--- config.mk ---
export PLATFORM = sky130hd
export DESIGN_NAME = vnta_norm
export DESIGN_NICKNAME = d
export VERILOG_FILES = /design/src/vnta_pkg.sv /design/src/vnta_norm.sv
export SDC_FILE = /design/constraint.sdc
export NUM_CORES = 2
export LEC_CHECK = 0
export ABC_AREA = 1
export BUFFER_PORTS_ARGS = -buffer_cell sky130_fd_sc_hd__buf_4
export CORE_AREA = 3 3 427 429
export CTS_CLUSTER_SIZE = 16
export DETAILED_ROUTE_END_ITERATION = 6
export DIE_AREA = 0 0 430 432
export PLACE_DENSITY = 0.56
export SYNTH_ARGS = -nofsm -noshare
export SYNTH_HDL_FRONTEND = slang
export SYNTH_SLANG_ARGS = --single-unit
--- constraint.sdc ---
create_clock -name clk -period 8.4 [get_ports clk]
set_clock_uncertainty 0.2 [all_clocks]
set_input_delay 0.84 -clock clk [delete_from_list [all_inputs] [get_ports clk]]
set_output_delay 0.84 -clock clk [all_outputs]
set_load 0.02 [all_outputs]
--- src/vnta_pkg.sv ---
// Shared types, constants and helper functions of the vertex normal and tangent accumulator.
`timescale 1ns / 1ps

package vnta_pkg;

  localparam int MAX_VERTICES_DEF = 4096;

  localparam int IDXW  = 12;   // vertex index field
  localparam int CRDW  = 32;   // Q16.16 coordinate
  localparam int UNITW = 18;   // Q1.16 unit component
  localparam int CNTW  = 16;   // face count
  localparam int SUMW  = 36;   // accumulated sum component
  localparam int MAGW  = 62;   // magnitude fed to the normaliser
  localparam int PRODW = 62;   // product and cross product width
  localparam int OPW   = 31;   // reduced multiplier operand
  localparam int EMW   = 33;   // edge or uv difference magnitude

  localparam int S_TDATA_W = 208;
  localparam int M_TDATA_W = 128;

  typedef enum logic [2:0] {
    CMD_WR_POS  = 3'd0,
    CMD_WR_TEX  = 3'd1,
    CMD_ADD_TRI = 3'd2,
    CMD_READ    = 3'd3,
    CMD_CLEAR   = 3'd4
  } cmd_t;

  typedef struct packed {
    logic                  start;
    logic [2:0][MAGW-1:0]  mag;
    logic [2:0]            neg;
  } norm_req_t;

  typedef struct packed {
    logic                  done;
    logic [2:0][UNITW-1:0] unit;
  } norm_rsp_t;

  // Saturating add of a unit component to a sum component.
  function automatic logic [SUMW-1:0] sat_add(input logic signed [SUMW-1:0] a,
                                              input logic signed [UNITW-1:0] b);
    logic signed [SUMW:0] s;
    s = (SUMW+1)'(a) + (SUMW+1)'(b);
    if (s[SUMW] != s[SUMW-1]) begin
      return s[SUMW] ? {1'b1, {(SUMW-1){1'b0}}} : {1'b0, {(SUMW-1){1'b1}}};
    end
    return s[SUMW-1:0];
  endfunction

  // Sign and magnitude of c - a.
  function automatic logic [EMW:0] abs_diff(input logic signed [CRDW-1:0] c,
                                            input logic signed [CRDW-1:0] a);
    logic signed [EMW-1:0] d;
    d = EMW'(c) - EMW'(a);
    return {d[EMW-1], d[EMW-1] ? EMW'(-d) : EMW'(d)};
  endfunction

  // Signed multiplier operand from a reduced magnitude below 2^30.
  function automatic logic signed [OPW-1:0] op_of(input logic [EMW-1:0] m, input logic neg);
    logic signed [OPW-1:0] v;
    v = {1'b0, m[29:0]};
    return neg ? -v : v;
  endfunction

  function automatic logic [MAGW-1:0] mag_of(input logic signed [MAGW-1:0] v);
    return v[MAGW-1] ? MAGW'(-v) : MAGW'(v);
  endfunction

endpackage

--- src/vnta_norm.sv ---
// Shared normaliser: bit-serial scaling, square sum, integer root and three divisions.
`timescale 1ns / 1ps

module vnta_norm import vnta_pkg::*; (
  input  logic      clk,
  input  logic      rst,
  input  norm_req_t req,
  output norm_rsp_t rsp
);

  typedef enum logic [5:0] {
    NS_IDLE  = 6'b000001,
    NS_SHIFT = 6'b000010,
    NS_SQ    = 6'b000100,
    NS_ROOT  = 6'b001000,
    NS_NUM   = 6'b010000,
    NS_DIV   = 6'b100000
  } nstate_t;

  nstate_t               state;
  logic [2:0][MAGW-1:0]  m;
  logic [2:0]            neg;
  logic [1:0]            sq_cnt;
  logic [59:0]           sq;
  logic [29:0]           sq_op;
  logic [MAGW-1:0]       acc;
  logic [MAGW-1:0]       root;
  logic [MAGW-1:0]       rbit;
  logic [MAGW:0]         root_try;
  logic [1:0]            ci;
  logic [4:0]            dcnt;
  logic [31:0]           drem;
  logic [16:0]           nlo;
  logic [16:0]           quo;
  logic [16:0]           quo_next;
  logic [46:0]           num;
  logic [32:0]           div_try;
  logic                  div_ge;
  logic [2:0][UNITW-1:0] unit;
  logic                  done;
  logic                  any_hi;
  logic                  any_top;
  logic                  all_zero;

  always_comb begin
    any_hi   = 1'b0;
    any_top  = 1'b0;
    all_zero = 1'b1;
    for (int k = 0; k < 3; k++) begin
      any_hi   = any_hi | (|m[k][MAGW-1:30]);
      any_top  = any_top | (|m[k][MAGW-1:29]);
      all_zero = all_zero & (req.mag[k] == '0);
    end
    case (sq_cnt)
      2'd0:    sq_op = m[0][29:0];
      2'd1:    sq_op = m[1][29:0];
      2'd2:    sq_op = m[2][29:0];
      default: sq_op = '0;
    endcase
    root_try = {1'b0, root} + {1'b0, rbit};
    num      = 47'({m[ci][29:0], 16'd0}) + 47'(root[31:1]);
    div_try  = {drem, nlo[16]};
    div_ge   = div_try >= {1'b0, root[31:0]};
    quo_next = {quo[15:0], div_ge};
  end

  always_ff @(posedge clk) begin
    if (rst) begin
      state <= NS_IDLE;
      done  <= 1'b0;
    end else begin
      // The response pulses for one cycle, for a zero vector or after the last division.
      done <= (state == NS_IDLE && req.start && all_zero) ||
              (state == NS_DIV && dcnt == 5'd16 && ci == 2'd2);
      case (state)
        NS_IDLE: begin
          if (req.start) begin
            m   <= req.mag;
            neg <= req.neg;
            if (all_zero) begin
              unit <= '0;
            end else begin
              state <= NS_SHIFT;
            end
          end
        end
        NS_SHIFT: begin
          // One bit a cycle until the largest magnitude sits in [2^29, 2^30).
          if (any_hi) begin
            for (int k = 0; k < 3; k++) m[k] <= m[k] >> 1;
          end else if (!any_top) begin
            for (int k = 0; k < 3; k++) m[k] <= m[k] << 1;
          end else begin
            state  <= NS_SQ;
            sq_cnt <= '0;
            acc    <= '0;
          end
        end
        NS_SQ: begin
          sq_cnt <= sq_cnt + 2'd1;
          sq     <= sq_op * sq_op;
          if (sq_cnt != 2'd0) acc <= acc + MAGW'(sq);
          if (sq_cnt == 2'd3) begin
            state <= NS_ROOT;
            root  <= '0;
            rbit  <= MAGW'(1) << 60;
          end
        end
        NS_ROOT: begin
          if ({1'b0, acc} >= root_try) begin
            acc  <= acc - root_try[MAGW-1:0];
            root <= (root >> 1) + rbit;
          end else begin
            root <= root >> 1;
          end
          rbit <= rbit >> 2;
          if (rbit[0]) begin
            state <= NS_NUM;
            ci    <= '0;
          end
        end
        NS_NUM: begin
          // The upper quotient bits are known to be zero, so start part way in.
          drem  <= 32'(num[46:17]);
          nlo   <= num[16:0];
          quo   <= '0;
          dcnt  <= '0;
          state <= NS_DIV;
        end
        NS_DIV: begin
          drem <= div_ge ? 32'(div_try - {1'b0, root[31:0]}) : div_try[31:0];
          nlo  <= {nlo[15:0], 1'b0};
          quo  <= quo_next;
          dcnt <= dcnt + 5'd1;
          if (dcnt == 5'd16) begin
            unit[ci] <= neg[ci] ? -UNITW'({1'b0, quo_next}) : UNITW'({1'b0, quo_next});
            if (ci == 2'd2) begin
              state <= NS_IDLE;
            end else begin
              ci    <= ci + 2'd1;
              state <= NS_NUM;
            end
          end
        end
        default: state <= NS_IDLE;
      endcase
    end
  end

  assign rsp.done = done;
  assign rsp.unit = unit;

endmodule

==> impl_metrics.json <==
{
  "run_status": "finished, final reports clean",
  "place.detailed.hpwl_um": 210000,
  "mappedNetlistNets": 10137,
  "final-instance-count-excl-fill": 11758,
  "syn-mean-instance-area_um2": 7.76,
  "grt_overflow": 0,
  "placed_cells_incl_taps": 11588,
  "r2r_cells": 31,
  "routed-wl-met3_um": 14700,
  "synth_async_sr_flop_share_pct": 0,
  "final_period_minus_worst_setup_slack_ns": 8.26,
  "grt_pass1_vias": 61931,
  "type_of_element_capturing_the_critical_path": "flip-flop",
  "layout_net_count": 10732,
  "hold_path.class": "primary input to flip-flop",
  "detailroute.wirelength.met2_um": 118000,
  "placement.io_buffers": 246,
  "drt-wirelength-per-cell_um": 21.5,
  "dr_total_vias": 61368,
  "route.detailed.drc": 0,
  "finalWeightedCongestion": 0.993,
  "die-area_um2": 186000,
  "grt_start_max_net_pins": 114,
  "tritoncts": "yes",
  "die-height_um": 432,
  "grt_first_pass_wirelength_um": 381000,
  "worst-r2r-setup-slack_ns": 0.14,
  "layout.filler_cells": 18091,
  "worst_slew_pin_slew_ns": 1.10,
  "die_width_um": 430,
  "critical_path_slowest_stage_cell": "fa_2",
  "area.sequential_um2": 16100,
  "insertion_delay_ns": 0.71,
  "post_detailed_route_via_to_cell_ratio": 5.22,
  "core_um2": 179000,
  "multiInputGateArea_um2": 45900,
  "r2r_start": "sq_cnt[0]",
  "synth.ff_latch_count": 538,
  "max_cap_violations": 0,
  "syn_to_final_growth_pct": 18.0,
  "synth_enable_flop_cells": 531,
  "yosys.cell_types.count": 68,
  "wl_met1_um": 112000,
  "cts_hold_buf": 0,
  "firstDrtPassIters": 7,
  "total_placed_instance_area_um2": 75600,
  "worstPathArrival_ns": 8.51,
  "final_hold_viol_count": 0,
  "route.final.wire_length_um": 253000,
  "cts_num_sinks": 538,
  "worstReg2RegEnd": "sq[51]",
  "drive_above_1_share_pct": 13.8,
  "cp_data_required_time_ns": 8.66,
  "cells_after_synth": 8751,
  "rows": 155,
  "drt_first_iter_violations": 5313,
  "postRouteAntennaNets": 0,
  "yosys-top-cells-area": "edfxtp_1 (23%), fa_1 (21%), inv_1 (9.7%)",
  "finalHoldWorstSlack_ns": 0.143,
  "max_slew_margin_pct": 26.4,
  "startpoint": "sq_cnt[0]",
  "track_usage_pct": 26.9,
  "worst_setup_hold_path_clk_slew_ns": 0.06,
  "synth_top_cell_area_share_pct": 23.5,
  "setup.worst_path.class": "flip-flop to flip-flop",
  "post-route-cell-area_um2": 80200,
  "crit_fanout": 7,
  "highest_metal_layer_used_by_the_detailed_router": "met4",
  "critPathCapture": "sq[51]",
  "cp_max_stage_delay_ns": 0.58,
  "ys_dominant_reg_cell": "edfxtp_1",
  "clock.fmax_mhz": 121,
  "setup_repair_after_global_routing_missed_its_margin": "yes",
  "floorplan.io_pins": 247,
  "synth-warning-count": 0,
  "clock-root-buffer": "clkbuf_16",
  "grt_antenna_before_repair": 8,
  "htree_num_levels": 3,
  "max-clock-path-buffers": 3,
  "initial_utilization_pct": 38.0,
  "post-route-period-util_pct": 98.3,
  "worstSetupStartpointType": "flip-flop",
  "timing.final.setup_violations": 0,
  "top_cell_type_by_total_area_after_synthesis": "edfxtp_1",
  "yosysSeqAreaShare_pct": 23.7,
  "maxSlewViolCount": 0,
  "synth_most_common_cell": "inv_1",
  "post_synth_instance_area_um2": 67900,
  "post_synth_most_frequent_cells": "inv_1 (1754), nand2_1 (1732), nor2_1 (1117)",
  "cts_buffers": 68
}
==> metal layers <==
layer | up-vias | global-route usage (%)
met5 | - | 0
met4 | 0 | 8.99
met3 | 351 | 3.12
met2 | 1986 | 44.3
met1 | 29806 | 36.7
li1 | 29225 | -
==> timing repair <==
action,CTS,global route
cloned,1,1
gates resized for setup,78,354
buffers inserted,11,30
setup endpoints to repair,36,43
pin swaps,1,86
==> worst min-delay path by stage <==
stage / endpoint / slack (ns) / start / cells past startpoint
after floorplan: state[0] / 0.27 / state[0] / 2
after global placement: state[0] / 0.29 / state[0] / 2
after detailed placement: state[0] / 0.29 / state[0] / 2
after CTS: neg[1] / 0.09 / req[1] / 1
after global routing: neg[1] / 0.10 / req[1] / 1
final: neg[1] / 0.14 / req[1] / 1
==> metrics by stage <==
step | setup TNS [ns] | setup WS [ns] | util, %
3_3_place_gp | -5.62 | -0.337 | 42.3
4_1_cts | 0 | 0.00695 | 43.9
6_report | 0 | 0.143 | 44.9
2_1_floorplan | 0 | 0.276 | -
5_1_grt | -2.18 | -0.187 | 44.9
3_5_place_dp | -7.49 | -0.362 | 42.3
==> critical path: cells and delay by family (launching register included) <==
kind / cells / cell delay (ns)
simple gates: 5 / 0.63
fa+ha+maj: 10 / 4.45
flops: 1 / 0.41
buf+inv: 10 / 1.19
xor+xnor: 1 / 0.13
compound gates: 5 / 1.01
==> cell type report <==
type,count,share of cell area [%]
Tap cell,2355,3.68
Multi-Input combinational cell,6224,57.3
Clock inverter,50,0.985
Timing Repair Buffer,746,7.47
Inverter,1767,8.34
Timing Repair inverter,1,0.00936
Clock buffer,73,2.15
Sequential cell,538,20.1
Antenna cell,4,0.0125
==> placed cells by master, fill, tap and decap left out, types with 72 or more instances in the layout <==
cell	n
o221ai_1	89
ha_1	472
o21ai_0	421
edfxtp_1	531
buf_4	705
xnor2_1	72
fa_1	663
nor4_1	99
a21oi_1	435
inv_1	1726
nor2_2	87
nor2_1	1004
nand2_1	1679
nand3_1	258
xor2_1	153
nand4_1	104
==> cells by family (layout without fill, tap and decap cells) <==
| logic type | after synthesis | after routing | synth area share [%] |
|---|---|---|---|
| adder cells (fa/ha/maj) | 1194 | 1194 | 29.7 |
| multiplexers | 1 | 1 | 0.0147 |
| buffers and inverters | 1989 | 2637 | 11.2 |
| flip-flops | 538 | 538 | 23.7 |
| AND/OR/NAND/NOR | 3500 | 3500 | 21.4 |
| XOR/XNOR | 228 | 228 | 2.94 |
| AO/OA/AOI/OAI | 1301 | 1301 | 11.1 |
| other | 0 | 4 | 0 |
==> flip-flops by register name (all words and copies together), names as in the netlist <==
register	flops
state	6
sq	59
dcnt	5
root	62
nlo	17
acc	62
m	186
sq_cnt	2
quo	16
ci	2
drem	32
rsp	54
neg	3
done	1
rbit	31
Power is not shown: default switching activity piles up to over one toggle a cycle in this logic, so the estimate is an artifact.
